<file path="config.mk">
export PLATFORM = sky130hd
export DESIGN_NAME = fam_reduce
export DESIGN_NICKNAME = d
export VERILOG_FILES = /design/src/design/fam_pkg.sv /design/src/design/fam_reduce.sv
export SDC_FILE = /design/constraint.sdc
export NUM_CORES = 2
export LEC_CHECK = 0
export ABC_AREA = 1
export BUFFER_PORTS_ARGS = -buffer_cell sky130_fd_sc_hd__buf_4
export CAP_MARGIN = 5
export CELL_PAD_IN_SITES_DETAIL_PLACEMENT = 1
export CELL_PAD_IN_SITES_GLOBAL_PLACEMENT = 2
export CORE_MARGIN = 1.5
export CORE_UTILIZATION = 29
export DETAILED_ROUTE_END_ITERATION = 10
export PLACE_DENSITY_LB_ADDON = 0.1
export SETUP_SLACK_MARGIN = 0.05
export SLEW_MARGIN = 10
export SYNTH_ARGS = -nofsm -noshare
export SYNTH_HDL_FRONTEND = slang
export SYNTH_SLANG_ARGS = --single-unit
</file>
<file path="constraint.sdc">
create_clock -name clk -period 3.34 [get_ports clk]
set_input_delay 0.334 -clock clk [delete_from_list [all_inputs] [get_ports clk]]
set_output_delay 0.334 -clock clk [all_outputs]
set_load 0.01 [all_outputs]
</file>
<file path="src/design/fam_pkg.sv">
// ----------------------------------------------------------------------------
// fam_pkg: shared types and constants for the GF(2^255-19) arithmetic unit
// Holds the operation codes, the field prime and the pipeline control word.
// ----------------------------------------------------------------------------
package fam_pkg;

  typedef enum logic [1:0] {
    KIND_MUL  = 2'd0,
    KIND_ADD  = 2'd1,
    KIND_SUB  = 2'd2,
    KIND_NONE = 2'd3
  } kind_t;

  localparam int FW = 255;      // field element width
  localparam int AW = 257;      // add/subtract intermediate width
  localparam int SW = 300;      // folded product sum width
  localparam int TW = 256;      // width after the first fold

  localparam logic [FW-1:0] PRIME  = {{(FW-5){1'b1}}, 5'b01101};
  localparam logic [AW-1:0] TWO_P  = {1'b0, {(TW-6){1'b1}}, 6'b011010};
  localparam logic [5:0]    FOLD38 = 6'd38;
  localparam logic [4:0]    FOLD19 = 5'd19;

  typedef struct packed {
    logic  valid;
    kind_t kind;
  } ctl_t;

endpackage

</file>
<file path="src/design/fam_reduce.sv">
// ----------------------------------------------------------------------------
// fam_reduce: final reduction stages
// Folds a 300-bit sum twice with 2^255 = 19 (mod p) and conditionally subtracts p.
// ----------------------------------------------------------------------------
module fam_reduce import fam_pkg::*; (
  input  logic          clk,
  input  logic          rst,
  input  ctl_t          ctl_in,
  input  logic [SW-1:0] sum_in,
  output logic          done,
  output logic [63:0]   r_w0,
  output logic [63:0]   r_w1,
  output logic [63:0]   r_w2,
  output logic [62:0]   r_w3
);

  ctl_t          ctl6, ctl7;
  logic [TW-1:0] t6;
  logic [TW-1:0] u7;
  logic [TW-1:0] u_next;
  logic [TW-1:0] w_sum;
  logic [FW-1:0] res;

  // The upper bits weigh 2^255 each, which is 19 modulo p.
  always_ff @(posedge clk) begin
    t6 <= TW'(sum_in[FW-1:0]) + TW'(sum_in[SW-1:FW] * 50'(FOLD19));
    u7 <= u_next;
  end

  assign u_next = TW'(t6[FW-1:0]) + (t6[TW-1] ? TW'(FOLD19) : TW'(0));

  // U is below 2p, so U >= p exactly when U + 19 reaches 2^255.
  assign w_sum = u7 + TW'(FOLD19);
  always_comb begin
    if (ctl7.kind == KIND_NONE) begin
      res = '0;
    end else if (w_sum[TW-1]) begin
      res = w_sum[FW-1:0];
    end else begin
      res = u7[FW-1:0];
    end
  end

  always_ff @(posedge clk) begin
    if (rst) begin
      ctl6 <= '0;
      ctl7 <= '0;
      done <= 1'b0;
    end else begin
      ctl6 <= ctl_in;
      ctl7 <= ctl6;
      done <= ctl7.valid;
    end
  end

  always_ff @(posedge clk) begin
    r_w0 <= res[63:0];
    r_w1 <= res[127:64];
    r_w2 <= res[191:128];
    r_w3 <= res[254:192];
  end

  a_canonical: assert property (@(posedge clk) disable iff (rst)
    done |-> ({r_w3, r_w2, r_w1, r_w0} < PRIME))
    else $error("result not below p");

  a_done_follows: assert property (@(posedge clk) disable iff (rst)
    done |-> $past(ctl6.valid, 2))
    else $error("result word without a matching item");

  a_reset_quiet: assert property (@(posedge clk)
    rst |=> !done)
    else $error("result word right after reset");

endmodule
</file>
==> reports/results.txt <==
Post-synth EDFFs - 0
VDD IR-drop max - 0.404 mV
Failing checks - negative setup slack
Total GRT Usage - 0.465
Post-layout minimum cycle time - 3.44 ns
Async SR Flop Fraction - 0
Die H - 449 um
Required time of the critical path - 4.02 ns
Max-cap violations - 0
Area grow syn2layout - 47.4%
CTS Buffer Depth - 3
Power density over the cells - 495 nW/um2
Seq/Total Area, Yosys - 0.269
Clock Latency Late Sink - 0.79 ns
Largest net degree at the start of global routing - 76
Starting Density - 0.292
Share of layout cells above drive strength 1 - 0.239
Critical Path Source Type - input port
Final net count - 12400
Post-Syn Area - 57600 um2
Post-DRT Antenna Nets - 0
Final instance area - 84900 um2
Net Sw Frac - 0.424
Number of global-route vias before repair - 82300
Fmax - 291 MHz
DP HPWL - 421000 um
Top_reg_cell synth - dfxtp_1
Power Total - 42.0 mW
CP Max Fanout - 4
Num CTS Buffers - 89
Worst hold margin - 0.0247 ns
Clock Power Share - 0.261
Die width - 449 um
Final setup TNS - -1.33 ns
Hold Path Class - input port to flip-flop
WL/cell - 33.6 um
Worst-path clk slew - 0.06 ns
Post-synth net total - 10200
Sequential share of power - 0.300
GPL Wtd Cong - 1.16
Pint - 24.2 mW
DRT Pass-1 Iters - 6
First-pass GRT wire length - 649000 um
RSZ-0062 raised after global routing - true
Initial DRC count - 7491
Max-slew violations - 0
Synth cell types - 43
Drt total wl - 492000 um
Initial antenna violation count - 49
Via count - 79900
Worst Path Arrival - 4.12 ns
Most common cell after layout, fill and taps aside - nand2_1
CTS Sinks - 774
Most frequent cells in the layout - nand2_1 (2841), buf_4 (1873), nor2_1 (1725)
Total gr overflow - 0
Filler cell count - 25900
Syn avg cell area - 5.92 um2
Switching power - 17.8 mW
Max Clock Skew - 0.0614 ns
Clock tree from TritonCTS - yes
Critical Path Sink Type - flip-flop
Final hold violation count - 0
Status - finished, violations left
I/O pin cnt - 561
Slew HR - 0.316
Final period util - 1.03
Mapped Cells - 9726
Setup WS post-layout - -0.101 ns
H-tree depth - 3
CORE AREA - 197000 um2
FP Rows - 163
LEAKAGE - 38.0 nW
IO buf count - 560
Yosys warning total - 0
Die area - 201000 um2
Logic pwr share - 0.439
Setup Viol. Count Final - 38
Placed Area - 76300 um2
DRC - 0
Root buffer cell - clkbuf_16
Kind of critical path - input port to flip-flop
Yosys reg bits - 774
Multi-input logic area - 40300 um2
Worst Tran Pin Value - 1.02 ns
Register area - 15500 um2
Vias per inst - 5.47
Place WS - -1.22 ns
==> path summary, 6_finish.rpt <==
| check | start | end | slack (ns) | depth (start not counted) |
|---|---|---|---|---|
| worst max-delay path | sum_in[17] | t6[76] | -0.10 | 27 |
| worst min-delay path | sum_in[156] | t6[156] | 0.02 | 4 |
| worst max register to register | t6[132] | u7[178] | -0.03 | 10 |
| worst min register to register | ctl6[0] | ctl7[0] | 0.41 | 2 |
==> state kept, by name, summed over array words and instances (netlist names) <==
name	flops
r_w0	64
done	1
u7	256
r_w1	64
ctl6	3
ctl7	3
t6	256
r_w2	64
r_w3	63
==> repair_timing <==
| action | in CTS | in global routing |
|---|---|---|
| resized for setup | 167 | 647 |
| setup buffers | 12 | 51 |
| hold buffers | 202 | 1 |
| setup endpoints to repair | 168 | 322 |
| pin swaps | 24 | 217 |
| endpoints found under the hold margin | 206 | 1 |
==> cell usage after synthesis, types with 2 or more instances <==
master | n | area, um2
nor2_1 | 1833 | 6880
nand4_1 | 487 | 3050
inv_1 | 1253 | 4700
nor3b_1 | 14 | 105
dfxtp_1 | 774 | 15500
nand3_1 | 633 | 3170
buf_6 | 2 | 22.5
nand2_1 | 3125 | 11700
nand3b_1 | 62 | 465
fa_1 | 88 | 1760
a21oi_1 | 309 | 1550
o21ai_2 | 2 | 17.5
o21bai_1 | 5 | 37.5
nor3_2 | 2 | 20.0
buf_2 | 29 | 145
nor2_2 | 6 | 37.5
inv_2 | 3 | 11.3
ha_1 | 107 | 1340
nor3_1 | 193 | 966
buf_4 | 24 | 180
clkinv_1 | 3 | 11.3
xnor2_1 | 215 | 1880
and3b_1 | 5 | 43.8
or2_2 | 7 | 43.8
and2_0 | 4 | 25.0
o21ai_0 | 104 | 521
buf_1 | 9 | 33.8
nor4_1 | 51 | 319
nand2_4 | 3 | 33.8
xor2_1 | 290 | 2540
clkbuf_1 | 38 | 143
and3_1 | 22 | 138
and2_1 | 12 | 75.1
nor2_4 | 3 | 33.8
==> worst max-delay path, stage by stage <==
cell,delay (ns)
buf_4,0.08
inv_1,0.05
fa_1,0.57
inv_1,0.07
ha_1,0.27
inv_1,0.06
fa_1,0.41
inv_1,0.17
ha_4,0.25
buf_6,0.13
nand2_4,0.08
inv_2,0.05
buf_4,0.13
nand2_2,0.08
nand2_2,0.08
inv_2,0.07
nand2_2,0.08
nand2_2,0.11
nand3_2,0.14
buf_6,0.18
nand2_4,0.07
nand2_4,0.07
buf_6,0.14
nand2_2,0.07
nand2_4,0.10
xor2_2,0.17
buf_4,0.13
==> stage by stage <==
step	utilization	instances
floorplan	-	9726
global placement	0.387	14200
detailed placement	0.387	14200
CTS	0.417	14600
global route	0.430	14600
finish	0.430	14600
==> layer usage <==
layer,vias up,wire length [um],track usage,share of wire
met3,1722,34700,0.0763,0.071
met1,38800,175000,0.504,0.36
met4,8,64400,0.493,0.13
met5,-,57,0,0.00012
li1,35100,-,-,-
met2,4350,218000,0.747,0.44
==> power groups by stage <==
stage | clock network [mW] | logic (mW) | registers [mW]
floorplan | 0 | 6.24 | 12.1
global placement | 0 | 14.6 | 12.6
detailed placement | 0 | 14.9 | 12.6
CTS | 11.0 | 15.6 | 12.5
global route | 11.4 | 19.1 | 12.6
finish | 11.0 | 18.4 | 12.6
==> final cells by class <==
type	instances	share of cell area
Antenna cell	18	0.000531
Clock buffer	108	0.0286
Clock inverter	57	0.00918
Inverter	1259	0.0565
Multi-Input combinational cell	7591	0.474
Sequential cell	774	0.183
Tap cell	2640	0.0389
Timing Repair Buffer	2180	0.209
==> cells by family after synthesis <==
group / synth area share
XOR/XNOR: 0.0768
flip-flops: 0.269
buffers and inverters: 0.0911
AO/OA/AOI/OAI: 0.0376
AND/OR/NAND/NOR: 0.472
adder cells (fa/ha/maj): 0.0538
Note: power is estimated with default switching activity, not from simulation.
